$ cat src/rtl/dll_pkg.sv
package dll_pkg;

   localparam int FuncWidth   = 3;
   localparam int DataWidth   = 32;
   localparam int StatusWidth = 3;
   localparam int FoundWidth  = 6;

   typedef enum logic [FuncWidth-1:0] {
      FUNC_INS_HEAD = 3'd0,
      FUNC_INS_TAIL = 3'd1,
      FUNC_INS_POS  = 3'd2,
      FUNC_SEARCH   = 3'd3,
      FUNC_DEL_HEAD = 3'd4,
      FUNC_DEL_TAIL = 3'd5,
      FUNC_DEL_POS  = 3'd6,
      FUNC_NOP      = 3'd7
   } func_type;

   typedef enum logic [StatusWidth-1:0] {
      ST_OK       = 3'd0,
      ST_EMPTY    = 3'd1,
      ST_BADPOS   = 3'd2,
      ST_NOTFOUND = 3'd3,
      ST_FULL     = 3'd4
   } status_type;

   // datapath micro-operations issued by the controller
   typedef enum logic [3:0] {
      OP_NONE,
      OP_LOAD,        // latch request, set cursor to head (tail for a tail delete)
      OP_READ_CUR,    // issue memory read at cursor
      OP_STEP,        // cursor <= next of read node, bump index
      OP_TAKE,        // allocate slot for insert
      OP_LINK_HEAD,
      OP_LINK_TAIL,
      OP_LINK_MID,    // uses read node (at) as successor
      OP_UNLINK,      // unlink read node
      OP_FOUND,
      OP_RESULT
   } op_type;

   typedef struct packed {
      op_type     op;
      status_type status;
   } dll_cmd_type;

   typedef struct packed {
      logic     cur_null;
      logic     idx_done;   // walk index reached target position
      logic     match;      // read node value equals key
      logic     pool_full;
      logic     pos_gt_size;
      logic     pos_ge_size;
      logic     pos_zero;
      logic     pos_eq_size;
      logic     head_null;
      logic     tail_null;
      logic     walk_limit;
      func_type func;
   } dll_stat_type;

endpackage

$ cat src/rtl/dll_datapath.sv
module dll_datapath #(
   parameter int NODES = 64
) (
   input  logic                         clock,
   input  logic                         reset,
   input  dll_pkg::dll_cmd_type         cmd,
   output dll_pkg::dll_stat_type        stat,
   input  logic [dll_pkg::FuncWidth-1:0] req_func,
   input  logic signed [dll_pkg::DataWidth-1:0] req_value,
   input  logic [$clog2(NODES+1)-1:0]   req_position,
   output logic [dll_pkg::StatusWidth-1:0] rsp_status,
   output logic [dll_pkg::FoundWidth-1:0]  rsp_found_position,
   output logic signed [dll_pkg::DataWidth-1:0] rsp_removed_value,
   output logic [$clog2(NODES+1)-1:0]   rsp_count
);
   import dll_pkg::*;

   localparam int PW = $clog2(NODES+1);
   localparam int AW = $clog2(NODES);
   localparam logic [PW-1:0] NIL = PW'(NODES);

   logic [DataWidth-1:0] mem_value [NODES];
   logic [PW-1:0]        mem_next  [NODES];
   logic [PW-1:0]        mem_prev  [NODES];

   logic [PW-1:0] head_ff, head_in, tail_ff, tail_in, size_ff, size_in;
   logic [PW-1:0] free_ff, free_in, fresh_ff, fresh_in;
   func_type      func_ff;
   logic [DataWidth-1:0] key_ff;
   logic [PW-1:0] pos_ff, cur_ff, cur_in, idx_ff, idx_in, slot_ff, slot_in;
   logic [DataWidth-1:0] rd_value_ff;
   logic [PW-1:0] rd_next_ff, rd_prev_ff;
   logic [PW-1:0] fl_next_ff;

   // single write port per store
   logic          wv_en, wn_en, wp_en, wn2_en, wp2_en;
   logic [AW-1:0] wv_a, wn_a, wp_a, wn2_a, wp2_a;
   logic [PW-1:0] wn_d, wp_d, wn2_d, wp2_d;
   logic [AW-1:0] rd_a;

   assign rd_a = cur_ff[AW-1:0];

   always_ff @(posedge clock) begin
      if (cmd.op == OP_READ_CUR && cur_ff != NIL) begin
         rd_value_ff <= mem_value[rd_a];
         rd_next_ff  <= mem_next[rd_a];
         rd_prev_ff  <= mem_prev[rd_a];
      end
      if (free_ff != NIL) begin
         fl_next_ff <= mem_next[free_ff[AW-1:0]];
      end
      if (wv_en) mem_value[wv_a] <= key_ff;
      if (wn_en) mem_next[wn_a] <= wn_d;
      else if (wn2_en) mem_next[wn2_a] <= wn2_d;
      if (wp_en) mem_prev[wp_a] <= wp_d;
      else if (wp2_en) mem_prev[wp2_a] <= wp2_d;
   end

   // second link write happens in the next cycle through a pending register
   logic          pn_ff, pp_ff;
   logic [AW-1:0] pn_a_ff, pp_a_ff;
   logic [PW-1:0] pn_d_ff, pp_d_ff;
   logic          pn_in, pp_in;
   logic [AW-1:0] pn_a_in, pp_a_in;
   logic [PW-1:0] pn_d_in, pp_d_in;

   always_comb begin
      head_in = head_ff; tail_in = tail_ff; size_in = size_ff;
      free_in = free_ff; fresh_in = fresh_ff;
      cur_in = cur_ff; idx_in = idx_ff; slot_in = slot_ff;
      wv_en = 1'b0; wn_en = 1'b0; wp_en = 1'b0;
      wv_a = slot_ff[AW-1:0]; wn_a = slot_ff[AW-1:0]; wp_a = slot_ff[AW-1:0];
      wn_d = NIL; wp_d = NIL;
      wn2_en = pn_ff; wn2_a = pn_a_ff; wn2_d = pn_d_ff;
      wp2_en = pp_ff; wp2_a = pp_a_ff; wp2_d = pp_d_ff;
      pn_in = 1'b0; pp_in = 1'b0;
      pn_a_in = pn_a_ff; pp_a_in = pp_a_ff; pn_d_in = pn_d_ff; pp_d_in = pp_d_ff;
      unique case (cmd.op)
         OP_LOAD: begin
            // tail delete starts at the tail, everything else at the head
            cur_in = (req_func == FUNC_DEL_TAIL) ? tail_ff : head_ff;
            idx_in = '0;
         end
         OP_STEP: begin
            cur_in = rd_next_ff;
            idx_in = idx_ff + 1'b1;
         end
         OP_TAKE: begin
            if (free_ff != NIL) begin
               slot_in = free_ff;
               free_in = fl_next_ff;
            end else begin
               slot_in = fresh_ff;
               fresh_in = fresh_ff + 1'b1;
            end
         end
         OP_LINK_HEAD: begin
            wv_en = 1'b1;
            wp_en = 1'b1; wp_d = NIL;
            wn_en = 1'b1; wn_d = head_ff;
            if (head_ff != NIL) begin
               pp_in = 1'b1; pp_a_in = head_ff[AW-1:0]; pp_d_in = slot_ff;
            end else begin
               tail_in = slot_ff;
            end
            head_in = slot_ff;
            size_in = size_ff + 1'b1;
         end
         OP_LINK_TAIL: begin
            wv_en = 1'b1;
            wn_en = 1'b1; wn_d = NIL;
            wp_en = 1'b1; wp_d = tail_ff;
            if (tail_ff != NIL) begin
               pn_in = 1'b1; pn_a_in = tail_ff[AW-1:0]; pn_d_in = slot_ff;
            end else begin
               head_in = slot_ff;
            end
            tail_in = slot_ff;
            size_in = size_ff + 1'b1;
         end
         OP_LINK_MID: begin
            wv_en = 1'b1;
            wn_en = 1'b1; wn_d = cur_ff;
            wp_en = 1'b1; wp_d = rd_prev_ff;
            if (rd_prev_ff != NIL) begin
               pn_in = 1'b1; pn_a_in = rd_prev_ff[AW-1:0]; pn_d_in = slot_ff;
            end else begin
               head_in = slot_ff;
            end
            pp_in = 1'b1; pp_a_in = cur_ff[AW-1:0]; pp_d_in = slot_ff;
            size_in = size_ff + 1'b1;
         end
         OP_UNLINK: begin
            if (rd_prev_ff != NIL) begin
               wn_en = 1'b1; wn_a = rd_prev_ff[AW-1:0]; wn_d = rd_next_ff;
            end else begin
               head_in = rd_next_ff;
            end
            if (rd_next_ff != NIL) begin
               wp_en = 1'b1; wp_a = rd_next_ff[AW-1:0]; wp_d = rd_prev_ff;
            end else begin
               tail_in = rd_prev_ff;
            end
            // freed slot links to old free head next cycle
            pn_in = 1'b1; pn_a_in = cur_ff[AW-1:0]; pn_d_in = free_ff;
            free_in = cur_ff;
            size_in = size_ff - 1'b1;
         end
         default: begin
         end
      endcase
   end

   always_ff @(posedge clock) begin
      if (reset) begin
         head_ff <= NIL; tail_ff <= NIL; free_ff <= NIL;
         size_ff <= '0; fresh_ff <= '0;
         pn_ff <= 1'b0; pp_ff <= 1'b0;
      end else begin
         head_ff <= head_in; tail_ff <= tail_in; free_ff <= free_in;
         size_ff <= size_in; fresh_ff <= fresh_in;
         pn_ff <= pn_in; pp_ff <= pp_in;
      end
      pn_a_ff <= pn_a_in; pn_d_ff <= pn_d_in;
      pp_a_ff <= pp_a_in; pp_d_ff <= pp_d_in;
      cur_ff <= cur_in; idx_ff <= idx_in; slot_ff <= slot_in;
      if (cmd.op == OP_LOAD) begin
         func_ff <= func_type'(req_func);
         key_ff  <= req_value;
         pos_ff  <= req_position;
      end
      if (cmd.op == OP_RESULT) begin
         rsp_status        <= cmd.status;
         rsp_found_position <= '0;
         rsp_removed_value <= '0;
         rsp_count         <= size_ff;
      end else if (cmd.op == OP_FOUND) begin
         rsp_status        <= ST_OK;
         rsp_found_position <= FoundWidth'(idx_ff);
         rsp_removed_value <= '0;
         rsp_count         <= size_ff;
      end else if (cmd.op == OP_UNLINK) begin
         rsp_status        <= ST_OK;
         rsp_found_position <= '0;
         rsp_removed_value <= rd_value_ff;
         rsp_count         <= size_in;
      end else if (cmd.op == OP_LINK_HEAD || cmd.op == OP_LINK_TAIL ||
                   cmd.op == OP_LINK_MID) begin
         rsp_status        <= ST_OK;
         rsp_found_position <= '0;
         rsp_removed_value <= '0;
         rsp_count         <= size_in;
      end
   end

   assign stat.cur_null    = (cur_ff == NIL);
   assign stat.idx_done    = (idx_ff == pos_ff);
   assign stat.match       = (rd_value_ff == key_ff);
   assign stat.pool_full   = (free_ff == NIL) && (fresh_ff == NIL);
   assign stat.pos_gt_size = (pos_ff > size_ff);
   assign stat.pos_ge_size = (pos_ff >= size_ff);
   assign stat.pos_zero    = (pos_ff == '0);
   assign stat.pos_eq_size = (pos_ff == size_ff);
   assign stat.head_null   = (head_ff == NIL);
   assign stat.tail_null   = (tail_ff == NIL);
   assign stat.walk_limit  = (idx_ff == NIL);
   assign stat.func        = func_ff;

endmodule

$ cat src/rtl/dll_ctrl.sv
module dll_ctrl (
   input  logic                  clock,
   input  logic                  reset,
   input  logic                  req_valid,
   output logic                  req_ready,
   output logic                  rsp_valid,
   input  logic                  rsp_ready,
   input  dll_pkg::dll_stat_type stat,
   output dll_pkg::dll_cmd_type  cmd
);
   import dll_pkg::*;

   typedef enum logic [8:0] {
      S_IDLE   = 9'b000000001,
      S_DECIDE = 9'b000000010,
      S_READ   = 9'b000000100,
      S_EVAL   = 9'b000001000,
      S_TAKE   = 9'b000010000,
      S_LINK   = 9'b000100000,
      S_SETTLE = 9'b001000000,
      S_RESP   = 9'b010000000,
      S_HEADRD = 9'b100000000
   } state_type;

   state_type state_ff, state_in;
   logic      valid_ff, valid_in;

   assign req_ready = (state_ff == S_IDLE) && !valid_ff;
   assign rsp_valid = valid_ff;

   always_comb begin
      state_in = state_ff;
      valid_in = valid_ff && !rsp_ready;
      cmd.op = OP_NONE;
      cmd.status = ST_OK;
      unique case (state_ff)
         S_IDLE: begin
            if (req_valid && req_ready) begin
               cmd.op = OP_LOAD;
               state_in = S_DECIDE;
            end
         end
         S_DECIDE: begin
            state_in = S_RESP;
            unique case (stat.func)
               FUNC_INS_HEAD, FUNC_INS_TAIL: begin
                  if (stat.pool_full) begin
                     cmd.op = OP_RESULT; cmd.status = ST_FULL;
                  end else begin
                     cmd.op = OP_TAKE; state_in = S_LINK;
                  end
               end
               FUNC_INS_POS: begin
                  if (stat.pos_gt_size) begin
                     cmd.op = OP_RESULT; cmd.status = ST_BADPOS;
                  end else if (stat.pool_full) begin
                     cmd.op = OP_RESULT; cmd.status = ST_FULL;
                  end else begin
                     cmd.op = OP_TAKE;
                     state_in = (stat.pos_zero || stat.pos_eq_size) ? S_LINK : S_EVAL;
                  end
               end
               FUNC_SEARCH: begin
                  if (stat.head_null) begin
                     cmd.op = OP_RESULT; cmd.status = ST_EMPTY;
                  end else begin
                     cmd.op = OP_READ_CUR; state_in = S_EVAL;
                  end
               end
               FUNC_DEL_HEAD, FUNC_DEL_TAIL: begin
                  if ((stat.func == FUNC_DEL_HEAD) ? stat.head_null : stat.tail_null) begin
                     cmd.op = OP_RESULT; cmd.status = ST_EMPTY;
                  end else begin
                     state_in = S_HEADRD;
                  end
               end
               FUNC_DEL_POS: begin
                  if (stat.pos_ge_size) begin
                     cmd.op = OP_RESULT; cmd.status = ST_BADPOS;
                  end else begin
                     state_in = S_EVAL;
                  end
               end
               default: begin
                  cmd.op = OP_RESULT;
               end
            endcase
         end
         S_HEADRD: begin
            // deletes at the ends: cursor already sits on the head or the tail
            cmd.op = OP_READ_CUR;
            state_in = S_READ;
         end
         S_READ: begin
            state_in = S_EVAL;
            if (stat.func == FUNC_DEL_HEAD || stat.func == FUNC_DEL_TAIL) begin
               cmd.op = OP_UNLINK; state_in = S_SETTLE;
            end
         end
         S_EVAL: begin
            // walk: cursor holds node at index idx
            if (stat.func == FUNC_SEARCH) begin
               if (stat.match) begin
                  cmd.op = OP_FOUND; state_in = S_SETTLE;
               end else begin
                  cmd.op = OP_STEP; state_in = S_READ;
               end
            end else if (stat.idx_done) begin
               cmd.op = OP_READ_CUR; state_in = S_LINK;
            end else begin
               cmd.op = OP_READ_CUR; state_in = S_TAKE;
            end
         end
         S_TAKE: begin
            // advance after the read
            cmd.op = OP_STEP; state_in = S_EVAL;
         end
         S_LINK: begin
            state_in = S_SETTLE;
            unique case (stat.func)
               FUNC_INS_HEAD: cmd.op = OP_LINK_HEAD;
               FUNC_INS_TAIL: cmd.op = OP_LINK_TAIL;
               FUNC_INS_POS: begin
                  if (stat.pos_zero) cmd.op = OP_LINK_HEAD;
                  else if (stat.pos_eq_size) cmd.op = OP_LINK_TAIL;
                  else cmd.op = OP_LINK_MID;
               end
               default: cmd.op = OP_UNLINK;
            endcase
         end
         S_SETTLE: begin
            // pending second link write retires here
            state_in = S_IDLE;
            valid_in = 1'b1;
         end
         S_RESP: begin
            state_in = S_IDLE;
            valid_in = 1'b1;
         end
         default: state_in = S_IDLE;
      endcase
      if (state_ff == S_READ && stat.func == FUNC_SEARCH) begin
         // after a step the new cursor may be null: no match
         if (stat.cur_null || stat.walk_limit) begin
            cmd.op = OP_RESULT; cmd.status = ST_NOTFOUND; state_in = S_RESP;
         end else begin
            cmd.op = OP_READ_CUR; state_in = S_EVAL;
         end
      end
   end

   always_ff @(posedge clock) begin
      if (reset) begin
         state_ff <= S_IDLE;
         valid_ff <= 1'b0;
      end else begin
         state_ff <= state_in;
         valid_ff <= valid_in;
      end
   end

endmodule

$ cat src/rtl/doubly_linked_list_engine_unit.sv
// channel   ports                                           direction
// request   req_valid req_ready req_func req_value req_position   in
// response  rsp_valid rsp_ready rsp_status rsp_found_position
//           rsp_removed_value rsp_count                            out
// One request at a time. The time from acceptance to rsp_valid grows with the
// walk: a positional insert or delete walks the list up to the position, and a
// search walks it node by node until a match or the end of the list.
// Reset clears head, tail, free chain and size; node memory is not cleared.
// A response waits in its output register until taken; the next request is
// accepted once it leaves.
module doubly_linked_list_engine_unit #(
   parameter int NODES = 64
) (
   input  logic clock,
   input  logic reset,
   input  logic req_valid,
   output logic req_ready,
   input  logic [dll_pkg::FuncWidth-1:0] req_func,
   input  logic signed [dll_pkg::DataWidth-1:0] req_value,
   input  logic [$clog2(NODES+1)-1:0] req_position,
   output logic rsp_valid,
   input  logic rsp_ready,
   output logic [dll_pkg::StatusWidth-1:0] rsp_status,
   output logic [dll_pkg::FoundWidth-1:0] rsp_found_position,
   output logic signed [dll_pkg::DataWidth-1:0] rsp_removed_value,
   output logic [$clog2(NODES+1)-1:0] rsp_count
);
   import dll_pkg::*;

   dll_cmd_type  cmd;
   dll_stat_type stat;

   dll_ctrl u_ctrl (
      .clock, .reset, .req_valid, .req_ready, .rsp_valid, .rsp_ready,
      .stat, .cmd
   );

   dll_datapath #(.NODES(NODES)) u_dp (
      .clock, .reset, .cmd, .stat, .req_func, .req_value, .req_position,
      .rsp_status, .rsp_found_position, .rsp_removed_value, .rsp_count
   );

endmodule

$ cat config.mk
export PLATFORM = sky130hd
export DESIGN_NAME = doubly_linked_list_engine_unit
export DESIGN_NICKNAME = d
export VERILOG_FILES = /design/src/rtl/dll_pkg.sv /design/src/rtl/dll_datapath.sv /design/src/rtl/dll_ctrl.sv /design/src/rtl/doubly_linked_list_engine_unit.sv
export SDC_FILE = /design/constraint.sdc
export NUM_CORES = 2
export LEC_CHECK = 0
export BUFFER_PORTS_ARGS = -buffer_cell sky130_fd_sc_hd__buf_2
export CORE_ASPECT_RATIO = 1.25
export CORE_MARGIN = 8
export CORE_UTILIZATION = 30
export CTS_CLUSTER_DIAMETER = 100
export DETAILED_ROUTE_END_ITERATION = 8
export HOLD_SLACK_MARGIN = 0.08
export SYNTH_ARGS = -nofsm -noshare
export SYNTH_HDL_FRONTEND = slang
export SYNTH_HIERARCHICAL = 1
export SYNTH_SLANG_ARGS = --single-unit
$ cat constraint.sdc
create_clock -name clock -period 10.5 [get_ports clock]
set_clock_uncertainty 0.05 [all_clocks]
set_input_delay 2.1 -clock clock [delete_from_list [all_inputs] [get_ports clock]]
set_output_delay 2.1 -clock clock [all_outputs]
set_load 0.01 [all_outputs]
After elaboration in Yosys (flattened, before gate mapping)
Memories as Yosys holds them, arrays and structs flattened. A register that Yosys moved wholly into a read port is not among the register bits.
Index checks and enable logic that the tools add are counted.
{ "word_totals": {"ramBits": 2944, "memories": 3, "register_bits": 184, "output_inout_bits": 50, "input_bits": 46} }
{ "mem_list": {"columns": ["name", "depth", "word_bits", "read_ports", "rd_ports_with_merged_regs", "write_ports", "line", "rtl"], "rows": [
  ["u_dp.mem_value", 64, 32, 1, 1, 1, "dll_datapath.sv:22", "logic [DataWidth-1:0] mem_value [NODES];"],
  ["u_dp.mem_next", 64, 7, 2, 2, 1, "dll_datapath.sv:23", "logic [PW-1:0] mem_next [NODES];"],
  ["u_dp.mem_prev", 64, 7, 1, 1, 1, "dll_datapath.sv:24", "logic [PW-1:0] mem_prev [NODES];"]
]} }
{ "op_classes": {"eq_ne": 51, "reduce_logical": 37, "add_sub_neg": 4, "magnitude_cmp": 2, "bitwise": 1, "n_mux": 111} }
{ "op_table": {"columns": ["operator", "count"], "rows": [
  ["two-way mux 7 bit", 25],
  ["two-way mux 6 bit", 14],
  ["case mux 7 bit (3 select lines)", 4],
  ["case mux 7 bit (2 select lines)", 5],
  ["two-way mux 32 bit", 2],
  ["case mux 9 bit (7 select lines)", 1],
  ["two-way mux 9 bit", 6],
  ["case mux 9 bit (5 select lines)", 1],
  ["equality test 7 bit (second input constant)", 6],
  ["inequality test 7 bit (second input constant)", 6],
  ["equality test 32 bit", 1],
  ["two-way mux 8 bit", 4],
  ["two-way mux 4 bit", 7],
  ["case mux 4 bit (7 select lines)", 1],
  ["case mux 7 bit (4 select lines)", 1],
  ["two-way mux 1 bit", 24],
  ["adder 7 x 1 -> 7 bit (second input constant)", 3],
  ["two-way mux 3 bit", 7],
  ["case mux 4 bit (5 select lines)", 1],
  ["case mux 6 bit (3 select lines)", 1],
  ["equality test 4 x 3 -> 1 bit (second input constant)", 4],
  ["case mux 3 bit (5 select lines)", 1],
  ["equality test 7 bit", 2],
  ["OR reduction 7 bit", 2],
  ["39 further kinds", 77]
]} }

Logic depth before layout (Yosys ltp)
{ "logic_depth": {"ltp_word": 15, "depth_mapped": 25} }

Cells and area by module
Netlist, hierarchy kept.
{ "modules_own_cells": {"columns": ["module", "area_each_um2", "cells_per_inst", "n_inst", "seq_area_each_um2"], "rows": [
  ["dll_datapath", 125590.5, 6102, 1, 94470.6],
  ["dll_ctrl", 1019.7, 128, 1, 200.2]
]} }

Worst setup path after synthesis
OpenSTA, ideal clock, no wires.
{ "synth_timing": {"path_type": "input-to-reg", "start": "input port req_valid", "end": "register u_dp.rd_next_ff[0] (read register of u_dp.mem_next), enable pin", "cell_stages": 5, "t_arrival_ps": 7164, "required_time_ps": 9886, "path_slack_ps": 2722, "setup_time_ps": 564, "path_cell_list": "nand2b_1 -> o221ai_1 -> buf_2 -> nand2b_1 -> nor4_1"} }
{ "synth_rtl": {"columns": ["item", "line", "rtl"], "rows": [
  ["start: declaration", "doubly_linked_list_engine_unit.sv:16", "input logic req_valid,"],
  ["end: declaration", "dll_datapath.sv:32", "logic [PW-1:0] rd_next_ff, rd_prev_ff;"]
]} }

==> flow_summary.json <==
{
  "netlist.area_leader.share_pct": 73.4,
  "dp_hpwl_mm": 209,
  "endpoint_kind": "flip-flop",
  "fin_setup_tns_ns": 0,
  "synth_ff_type": "edfxtp_1",
  "post-place-cells": 11781,
  "portBuffers": 95,
  "fill_cells": 39100,
  "tightest_slew_ns": 1.43,
  "viasPerCell": 5.45,
  "stdcell_count": 12368,
  "cts_resized": 0,
  "clock.fmax_mhz": 121,
  "die_w_microns": 597,
  "grt_pass1_wl_mm": 521,
  "numClockSinks": 3181,
  "period_minus_slack_ns": 8.29,
  "p_leak_uw": 0.0427,
  "ioPinCount": 96,
  "synth_area_leaders": "edfxtp_1 (73%), mux4_2 (14%), a22oi_1 (1.4%)",
  "cts_tree": "built",
  "drt-initial-drc-count": 9305,
  "fin_crit_sh_pct": 78.9,
  "synth-seq-area-share_pct": 74.8,
  "clkSlewWorstSetupHoldPaths_ns": 0.06,
  "grt_setup_unrepaired": "false",
  "critPathKind": "reg2reg",
  "layout_common_cells": "edfxtp_1 (3096), mux4_2 (813), clkbuf_16 (334), nor2_1 (260), a22oi_1 (231)",
  "die_h_microns": 742,
  "mostFrequentLayoutCell": "edfxtp_1",
  "ys_ff_latch": 3181,
  "cap_violations": 0,
  "r2r_end": "u_dp/mem_next[55][2]",
  "ir_drop_mv": 0.120,
  "netlist-cell-type-count": 93,
  "synth_nets": 6288,
  "wire_per_inst_microns": 30.0,
  "overflow": 0,
  "syn-instance-count": 6230,
  "drc": 0,
  "critPathLaunchType": "flip-flop",
  "drive_above_1_share_pct": 25.1,
  "drtPass1Iterations": 6,
  "post_cts_buffers": 0,
  "routed_wl_mm": 371,
  "cts-hold-fix-buffers": 0,
  "setup_viol": 0,
  "rr_worst_depth": 15,
  "r2r_setup_slack_ns": 2.21,
  "gp_congestion": 0.900,
  "antenna_found_initial": 29,
  "maxSlewHeadroom_pct": 3.80,
  "report.final.hold_viol_count": 0,
  "r2r-start": "u_dp/key_ff[17]",
  "rows": 266,
  "cts_max_level": 5,
  "core_sq_um": 420000,
  "synth_top_area_cell": "edfxtp_1",
  "worstSetupStartpoint": "u_dp/key_ff[17]",
  "hold_class": "reg2reg",
  "slew_violations": 0,
  "start_util_pct": 30.1,
  "ys.warnings.count": 6,
  "groute.usage.overall_pct": 16.1,
  "cts_root_buf": "clkbuf_16",
  "fin_util_pct": 34.5,
  "async_flop_share_pct": 0,
  "grt_pass1_vias": 67621,
  "insertion_delay_ns": 0.89,
  "path_max_fanout": 65,
  "layout_setup_ws_ns": 2.21,
  "ant_nets": 0,
  "synth_edf_count": 3096,
  "crit_end": "u_dp/mem_next[55][2]",
  "clock_path_buffers": 4,
  "syn_area_sq_um": 127000,
  "synth_area_per_cell_sq_um": 20.3,
  "power_density_nw_per_um2": 192,
  "fp.dieArea_sq_um": 443000,
  "outcome": "completed",
  "dr_total_vias": 67350,
  "final_nets": 6537,
  "crit_required_ns": 10.91,
  "fin_hold_ws_ns": 0.430,
  "grt_max_degree": 127,
  "place_worst_setup_slack_ns": 2.48,
  "cts_buffers": 324,
  "area_delta_synth_final_pct": 14.3,
  "arrival_ns": 8.69
}
[report_power, final]
| part | internal, uW | switching [uW] |
|---|---|---|
| logic | 838 | 1550 |
| clock network | 6270 | 4750 |
| registers | 14200 | 180 |
[critical path, cell delays in order, from the launching register on]
cell and delay [ns]:
edfxtp_1 0.32, buf_4 0.59, xor2_1 0.14, nor4_1 0.47
nand4_1 0.26, nor2_1 1.09, a32o_1 0.33, a2bb2oi_1 0.07
o211ai_1 0.65, nor4b_4 0.59, buf_4 0.54, buf_4 0.54
nand3_1 0.15, a311oi_1 0.48, a21oi_1 0.42, nor3b_1 1.03
[through the flow]
stage / power [uW] / instance area [sq um]
final: 27700 / 145000
after global routing: 28500 / 145000
after CTS: 27900 / 145000
after detailed placement: 17000 / 135000
after global placement: 16900 / 135000
after floorplan: 15900 / 127000
[per-layer routing]
| layer | global-route usage (%) | up-vias | part of all wire (%) |
|---|---|---|---|
| met5 | 0 | - | 0.0094 |
| met2 | 26.7 | 3590 | 48 |
| met1 | 21.3 | 36187 | 39 |
| met3 | 2.65 | 777 | 8.6 |
| li1 | - | 26790 | - |
| met4 | 6.43 | 6 | 4.3 |
[state kept, by name, indices dropped and copies added, names as in the netlist, 7 cells and up]
register,cells
u_dp/mem_value,2048
u_dp/mem_next,448
u_dp/mem_prev,448
u_dp/key_ff,32
u_dp/rd_value_ff,32
u_dp/rsp_removed_value,32
u_ctrl/state_ff,9
u_dp/cur_ff,7
u_dp/fl_next_ff,7
u_dp/free_ff,7
u_dp/fresh_ff,7
u_dp/head_ff,7
u_dp/idx_ff,7
u_dp/pn_d_ff,7
u_dp/pos_ff,7
u_dp/pp_d_ff,7
u_dp/rd_next_ff,7
u_dp/rd_prev_ff,7
u_dp/rsp_count,7
u_dp/size_ff,7
u_dp/slot_ff,7
u_dp/tail_ff,7
[synthesized netlist by cell type (25+ instances only)]
library cell  number
o221ai_1          34
inv_1             33
nand2_1          172
a21oi_1          147
dfxtp_1           85
o21ai_0           78
mux2i_1          116
nor2_1           326
o22ai_1           34
mux4_2           813
a22oi_1          231
edfxtp_1        3096
nor3_1            46
buf_1             40
a22o_1            83
nor2b_1           44
a211oi_1          25
a221oi_1          68
buf_2            122
nand2b_1          29
nand3_1           40
clkbuf_1         191
xor2_1            43
[worst min path at each step]
stage                                           from                         end  slack [ns]  cells after the start
after floorplan                      u_dp/slot_ff[3]             u_dp/pp_d_ff[3]        0.37                      0
after global placement    u_dp/rsp_removed_value[22]  u_dp/rsp_removed_value[22]        0.41                      1
after detailed placement   u_dp/rsp_removed_value[6]   u_dp/rsp_removed_value[6]        0.41                      1
after CTS                  u_dp/rsp_removed_value[6]   u_dp/rsp_removed_value[6]        0.43                      1
after global routing       u_dp/rsp_removed_value[6]   u_dp/rsp_removed_value[6]        0.45                      1
final                      u_dp/rsp_removed_value[6]   u_dp/rsp_removed_value[6]        0.43                      1
[cell families after synthesis]
logic type | synth area share (%)
buf+inv | 1.38
xor+xnor | 0.415
simple gates | 2.96
flops | 74.8
fa+ha+maj | 0.127
mux | 15.6
compound gates | 4.78
[area by class of cell]
cell class / count / area [sq um] / share of cell area (%)
Sequential cell: 3181 / 94700 / 65.4
Multi-Input combinational cell: 2645 / 30800 / 21.3
Clock buffer: 410 / 8680 / 6.00
Tap cell: 5628 / 7040 / 4.87
Timing Repair Buffer: 293 / 2090 / 1.44
Clock inverter: 163 / 1260 / 0.872
Inverter: 34 / 128 / 0.0882
Antenna cell: 14 / 35.0 / 0.0242
(Power assumes the default switching activity.)
